File: src/design/sobel_pkg.sv
// ============================================================================
// sobel_pkg
// Shared widths, constants, register indexes and types of the Sobel edge core.
// ============================================================================
`default_nettype none

package sobel_pkg;

    // Field and register widths
    localparam int PIXEL_W        = 32;
    localparam int LUM_W          = 8;
    localparam int FRAME_WIDTH_W  = 12;
    localparam int FRAME_HEIGHT_W = 13;
    localparam int THRESHOLD_W    = 8;
    localparam int OUT_COL_W      = 11;
    localparam int OUT_ROW_W      = 12;
    localparam int ROW_CNT_W      = 12;
    localparam int CFG_ADDR_W     = 2;
    localparam int CFG_DATA_W     = 13;
    localparam int S_TDATA_W      = 32;
    localparam int M_TDATA_W      = 56;

    // Register indexes of the configuration port
    localparam logic [CFG_ADDR_W-1:0] REG_FRAME_WIDTH    = 2'd0;
    localparam logic [CFG_ADDR_W-1:0] REG_FRAME_HEIGHT   = 2'd1;
    localparam logic [CFG_ADDR_W-1:0] REG_EDGE_THRESHOLD = 2'd2;

    // Reset values
    localparam logic [FRAME_WIDTH_W-1:0]  FRAME_WIDTH_RST    = 12'd640;
    localparam logic [FRAME_HEIGHT_W-1:0] FRAME_HEIGHT_RST   = 13'd480;
    localparam logic [THRESHOLD_W-1:0]    EDGE_THRESHOLD_RST = 8'd30;

    // Geometry limits
    localparam int DEFAULT_MAX_WIDTH = 2048;
    localparam logic [FRAME_HEIGHT_W-1:0] ROW_LIMIT = 13'd4096;

    // BT.601 luma weights, sum scaled by 1000
    localparam int WSUM_W = 18;
    localparam logic [8:0] LUMA_R = 9'd299;
    localparam logic [9:0] LUMA_G = 10'd587;
    localparam logic [6:0] LUMA_B = 7'd114;

    // Divide by 1000 as multiply by ceil(2^28/1000), exact for sums below 2^18
    localparam int RECIP_W     = 19;
    localparam int RECIP_SHIFT = 28;
    localparam logic [RECIP_W-1:0] RECIP_1000 = 19'd268436;

    // Output pixel constants
    localparam logic [7:0] ALPHA_OPAQUE = 8'hFF;
    localparam logic [10:0] MAG_MAX = 11'd255;

    typedef logic [LUM_W-1:0] lum_t;

endpackage : sobel_pkg

`default_nettype wire

File: src/design/sobel_luma.sv
// ============================================================================
// sobel_luma
// BT.601 luminance: registered weighted sum, then divide by 1000 by reciprocal.
// ============================================================================
`default_nettype none

module sobel_luma (
    input  wire logic                            aclk,
    input  wire logic                            en,
    input  wire logic [sobel_pkg::PIXEL_W-1:0]   pixel_rgba,
    output sobel_pkg::lum_t                      lum
);

    import sobel_pkg::*;

    logic [WSUM_W-1:0]          wsum_reg;
    logic [WSUM_W-1:0]          wsum_next;
    logic [WSUM_W+RECIP_W-1:0]  prod;

    // Weighted sum of red, green and blue; transparent pixel gives zero
    always_comb begin
        if (pixel_rgba[31:24] == 8'd0) begin
            wsum_next = '0;
        end else begin
            wsum_next = WSUM_W'(pixel_rgba[7:0])   * WSUM_W'(LUMA_R)
                      + WSUM_W'(pixel_rgba[15:8])  * WSUM_W'(LUMA_G)
                      + WSUM_W'(pixel_rgba[23:16]) * WSUM_W'(LUMA_B);
        end
    end

    always_ff @(posedge aclk) begin
        if (en) begin
            wsum_reg <= wsum_next;
        end
    end

    // Quotient by 1000, always below 256
    assign prod = (WSUM_W+RECIP_W)'(wsum_reg) * (WSUM_W+RECIP_W)'(RECIP_1000);
    assign lum  = prod[RECIP_SHIFT+LUM_W-1:RECIP_SHIFT];

endmodule : sobel_luma

`default_nettype wire

File: config.mk
export PLATFORM = sky130hd
export DESIGN_NAME = sobel_luma
export DESIGN_NICKNAME = d
export VERILOG_FILES = /design/src/design/sobel_pkg.sv /design/src/design/sobel_luma.sv
export SDC_FILE = /design/constraint.sdc
export NUM_CORES = 1
export LEC_CHECK = 0
export BUFFER_PORTS_ARGS = -buffer_cell sky130_fd_sc_hd__buf_2
export CORE_MARGIN = 3
export CORE_UTILIZATION = 50
export CTS_CLUSTER_SIZE = 24
export DETAILED_ROUTE_END_ITERATION = 10
export GPL_TIMING_DRIVEN = 0
export PLACE_DENSITY_LB_ADDON = 0.08
export SLEW_MARGIN = 0
export SYNTH_ARGS = -nofsm -noshare
export SYNTH_HDL_FRONTEND = slang
export SYNTH_SLANG_ARGS = --single-unit
export TNS_END_PERCENT = 30
File: constraint.sdc
create_clock -name aclk -period 8.5 [get_ports aclk]
set_input_delay 1.7 -clock aclk [delete_from_list [all_inputs] [get_ports aclk]]
set_output_delay 1.7 -clock aclk [all_outputs]
set_load 0.01 [all_outputs]
Yosys cells after proc, flatten, opt, wreduce, memory -nomap -nowiden
Index checks and enable logic that the tools add are counted.
Cells by class
  reduce and logical (&&, ||, !) cells: 1
  $add $sub $neg: 2
  multipliers: 4
Operators by type and width (number)
  multiplier 18 x 17 -> 34 bit, second input constant: 1
  adder 17 x 18 -> 18 bit: 1
  adder 18 x 15 -> 18 bit: 1
  multiplier 8 x 10 -> 18 bit, second input constant: 1
  multiplier 8 x 9 -> 17 bit, second input constant: 1
  multiplier 8 x 6 -> 14 bit, second input constant: 1
  zero test 8 bit: 1
Storage, ports and cells
  word-level logic and storage cells: 8
  input port bits: 34
  output and inout port bits: 8
  flip-flop bits (word level): 18

Logic depth before layout (Yosys ltp)
  word-level depth: 3
  mapped depth: 28
  gate-level depth less buffers: 28

Worst setup path before layout
Ideal clock, no wire load.
  kind: input-to-reg
  start: in pixel_rgba[16] (netlist bit)
  end: reg wsum_reg[17], data pin
  path buffers: 0
  slack: 1.233 ns
  stages: 23
  required time: 8.230 ns
  data arrival time: 6.997 ns
  library setup time: 0.270 ns
  cell sequence: fa_1 -> inv_1 -> fa_1 -> inv_1 -> ha_1 -> ha_1 -> inv_1 -> fa_1 -> xnor2_1 -> ha_1 -> fa_1 -> inv_1 -> fa_1 -> fa_1 -> inv_1 -> ha_1 -> or3_1 -> o21ai_1 -> o311ai_0 -> o211ai_1 -> o21ai_1 -> xnor2_1 -> nor2_1
Between the ends
  word-level cells in the longest chain between the ends: 2
Ends and longest elaborated chain
  from (decl): line sobel_luma.sv:10  | input wire logic [sobel_pkg::PIXEL_W-1:0] pixel_rgba,
  multiplier 8 x 6 -> 14 bit: line sobel_luma.sv:27  | + WSUM_W'(pixel_rgba[23:16]) * WSUM_W'(LUMA_B);
  adder 18 x 15 -> 18 bit: line sobel_luma.sv:27
  to (signal assigned): line sobel_luma.sv:33  | wsum_reg <= wsum_next;
  to (decl): line sobel_luma.sv:16  | logic [WSUM_W-1:0] wsum_reg;
Every way passes these cells.
A chain may end at the register's enable or synchronous reset.

Worst setup path after layout
Same ends and word-level chain as after synthesis.

==> summary.txt <==
Global route
  • GRT Util Overall: 18.3%
  • Vias in the first global route: 5939
  • Largest net degree at the start of global routing: 19
  • Initial antenna violation count: 0
  • First-pass GRT wire length: 26.9 mm
  • Overflow after GRT: 0

Detailed routing
  • DR vias: 5369
  • DRT Pass-1 Iters: 4
  • Wire length per cell: 14.2 um
  • First DRT Iteration DRCs: 142
  • Detail-routed via count per cell: 4.88
  • Final WL: 15.6 mm
  • DRC errors left: 0
  • ANT nets after route: 0

Clocking
  • CTS tree: built
  • Clock root buffer: clkbuf_16
  • # clock sinks: 18
  • PostCTS Resize Cnt: 0
  • CTS max path bufs: 2
  • CTS Buf Count: 3
  • Clock transition at the registers of the reported paths: 0.05 ns
  • H-tree Lvls: 1
  • Post-CTS Setup Repair Bufs: 0
  • Cts hold-fix bufs: 0

STA
  • Max Slew Vio Count: 0
  • Headroom to the max-slew limit: 60.8%
  • Setup Total Neg Slack: 0 ns
  • Final hold violations: 0
  • Max Clock Freq: 0.129 GHz
  • Fin crit share: 91.0%
  • Worst-Margin Slew: 0.586 ns
  • Hold_ws: 1.90 ns
  • RSZ-0062 raised after global routing: false
  • Tmin final: 7.73 ns
  • Final setup vio count: 0

Floorplan
  • Starting Density: 51.3%
  • I/O pin count: 42
  • Die ar.: 18000 sq um
  • Die height: 134 um
  • Std cell rows: 46
  • Die width: 134 um
  • Core area: 16000 sq um

Hold path
  • HP Start: en
  • Min-Delay Endpoint: wsum_reg[11]
  • Worst hold path cell count: 1
  • Hold/Removal Path Class: in -> reg

Logic synthesis
  • Synth warn: 0
  • Seq/Total Area, Yosys: 6.58%
  • Post-Syn Area per Cell: 9.77 sq um
  • Syn Inst Count: 841
  • Unique cell type count in the Yosys netlist: 43
  • Synth top area cells: ha_1 38%, fa_1 29%, inv_1 12%
  • Ys flop type: edfxtp_1
  • Yosys top cell area share: 37.6%
  • Syn_nets: 1240
  • Post-Synthesis Cell Area: 8210 sq um
  • Async set or reset register ratio after synthesis: 0%
  • Synth area leader: ha_1
  • EDFF count, synth: 18
  • Synth Register Bits: 18

Setup path
  • CP Class: in -> reg
  • Slowest stage delay, CP: 0.54 ns
  • CP startpoint: pixel_rgba[16]
  • CP Data Arrival Time: 7.70 ns
  • Worst EP required: 8.47 ns
  • Worst setup SP type: input port
  • Critical path capture point type: flip-flop
  • Crit-path max FO: 4
  • CP max-delay cell: fa_1

Layout
  • Max FFs per register: 18
  • Number of fill cells: 1532
  • Nets: 1286
  • Multi-input logic area: 6600 sq um
  • Share of cells above drive strength 1: 6.78%
  • ANT cells: 0
  • Area grow syn2layout: 6.70%
  • Register area: 541 sq um

Placed design
  • Number of I/O port buffers: 41
  • Final GP Congestion: 0.848
  • Post-DP HPWL: 14.6 mm

Run status
  • Status: complete, no violations

Run
  • Number of max-cap violations: 0
==> cells in the mapped netlist, types with 2 or more instances <==
library cell / number
a21oi_1: 20
nor3_1: 5
inv_1: 268
nand2_1: 10
nor2b_1: 9
a21boi_0: 2
o21bai_1: 4
fa_1: 118
and3_1: 2
xor2_1: 12
nand3_1: 5
a21o_1: 6
nand4_1: 2
o22ai_1: 2
a211oi_1: 4
o211ai_1: 3
o21a_1: 6
ha_1: 247
o21ai_0: 13
nand2b_1: 2
edfxtp_1: 18
buf_4: 8
or4_1: 2
nor2_1: 35
o2111ai_1: 2
or3_1: 2
o21ai_1: 2
o311ai_0: 2
xnor2_1: 16
==> cell type report <==
type	instances	share of cell area (%)
tap	216	3.08
inverter	268	11.5
timing repair buffer	41	2.34
sequential	18	6.17
clock buffer	3	0.857
multi-input combinational	546	75.3
buffer	9	0.728
==> metal layers <==
metal / track usage (%) / vias to the layer above / part of all wire [%]
met1: 22.9 / 2571 / 45
met2: 35.0 / 40 / 52
met5: 0 / - / 0
met4: 4.52 / 0 / 2.1
li1: - / 2740 / -
met3: 0.263 / 18 / 0.96
==> layout by cell type, fill, tap and decap left out, types with 2 or more instances in the layout <==
master,Yosys,routed
a211oi_1,4,4
a21boi_0,2,2
a21o_1,6,6
a21oi_1,20,20
and3_1,2,2
buf_2,0,41
buf_4,8,8
clkbuf_16,0,3
edfxtp_1,18,18
fa_1,118,118
ha_1,247,247
inv_1,268,268
nand2_1,10,10
nand2b_1,2,2
nand3_1,5,5
nand4_1,2,2
nor2_1,35,35
nor2b_1,9,9
nor3_1,5,5
o2111ai_1,2,2
o211ai_1,3,3
o21a_1,6,6
o21ai_0,13,13
o21ai_1,2,2
o21bai_1,4,4
o22ai_1,2,2
o311ai_0,2,2
or3_1,2,2
or4_1,2,2
xnor2_1,16,16
xor2_1,12,12
==> worst max-delay path, delay by kind of cell <==
kind,cells,cell delay (ns)
adder cells (fa/ha/maj),9,3.46
AO/OA/AOI/OAI,7,1.22
XOR/XNOR,2,0.52
AND/OR/NAND/NOR,5,0.43
buffers and inverters,6,0.39
==> worst max path at each step <==
stage                               to  slack (ns)
after floorplan           wsum_reg[17]        1.23
after global placement    wsum_reg[17]        0.61
after detailed placement  wsum_reg[17]        0.44
after CTS                 wsum_reg[17]        0.67
after global routing      wsum_reg[17]        0.35
final                     wsum_reg[17]        0.77
==> per-stage QoR <==
step           utilization, %  std cells  worst slack, ns  cell area (sq um)
2_1_floorplan               -        841             1.23               8210
5_1_grt                  54.8       1101            0.350               8760
4_1_cts                  54.8       1101            0.671               8760
6_report                 54.8       1101            0.766               8760
3_5_place_dp             54.3       1098            0.442               8690
3_3_place_gp             54.3       1098            0.612               8690
==> logic make-up (layout without fill, tap and decap cells) <==
kind of cell | Yosys count | in the layout | share of synthesized area (%)
adder cells (fa/ha/maj) | 365 | 365 | 66.4
flip-flops | 18 | 18 | 6.58
AO/OA/AOI/OAI | 77 | 77 | 6.66
AND/OR/NAND/NOR | 76 | 76 | 4.37
XOR/XNOR | 28 | 28 | 2.99
buffers and inverters | 277 | 321 | 13.0
Power is left out: the tool's default activity adds up to more than one toggle a clock period on the data nets, which glitch-free logic cannot reach.
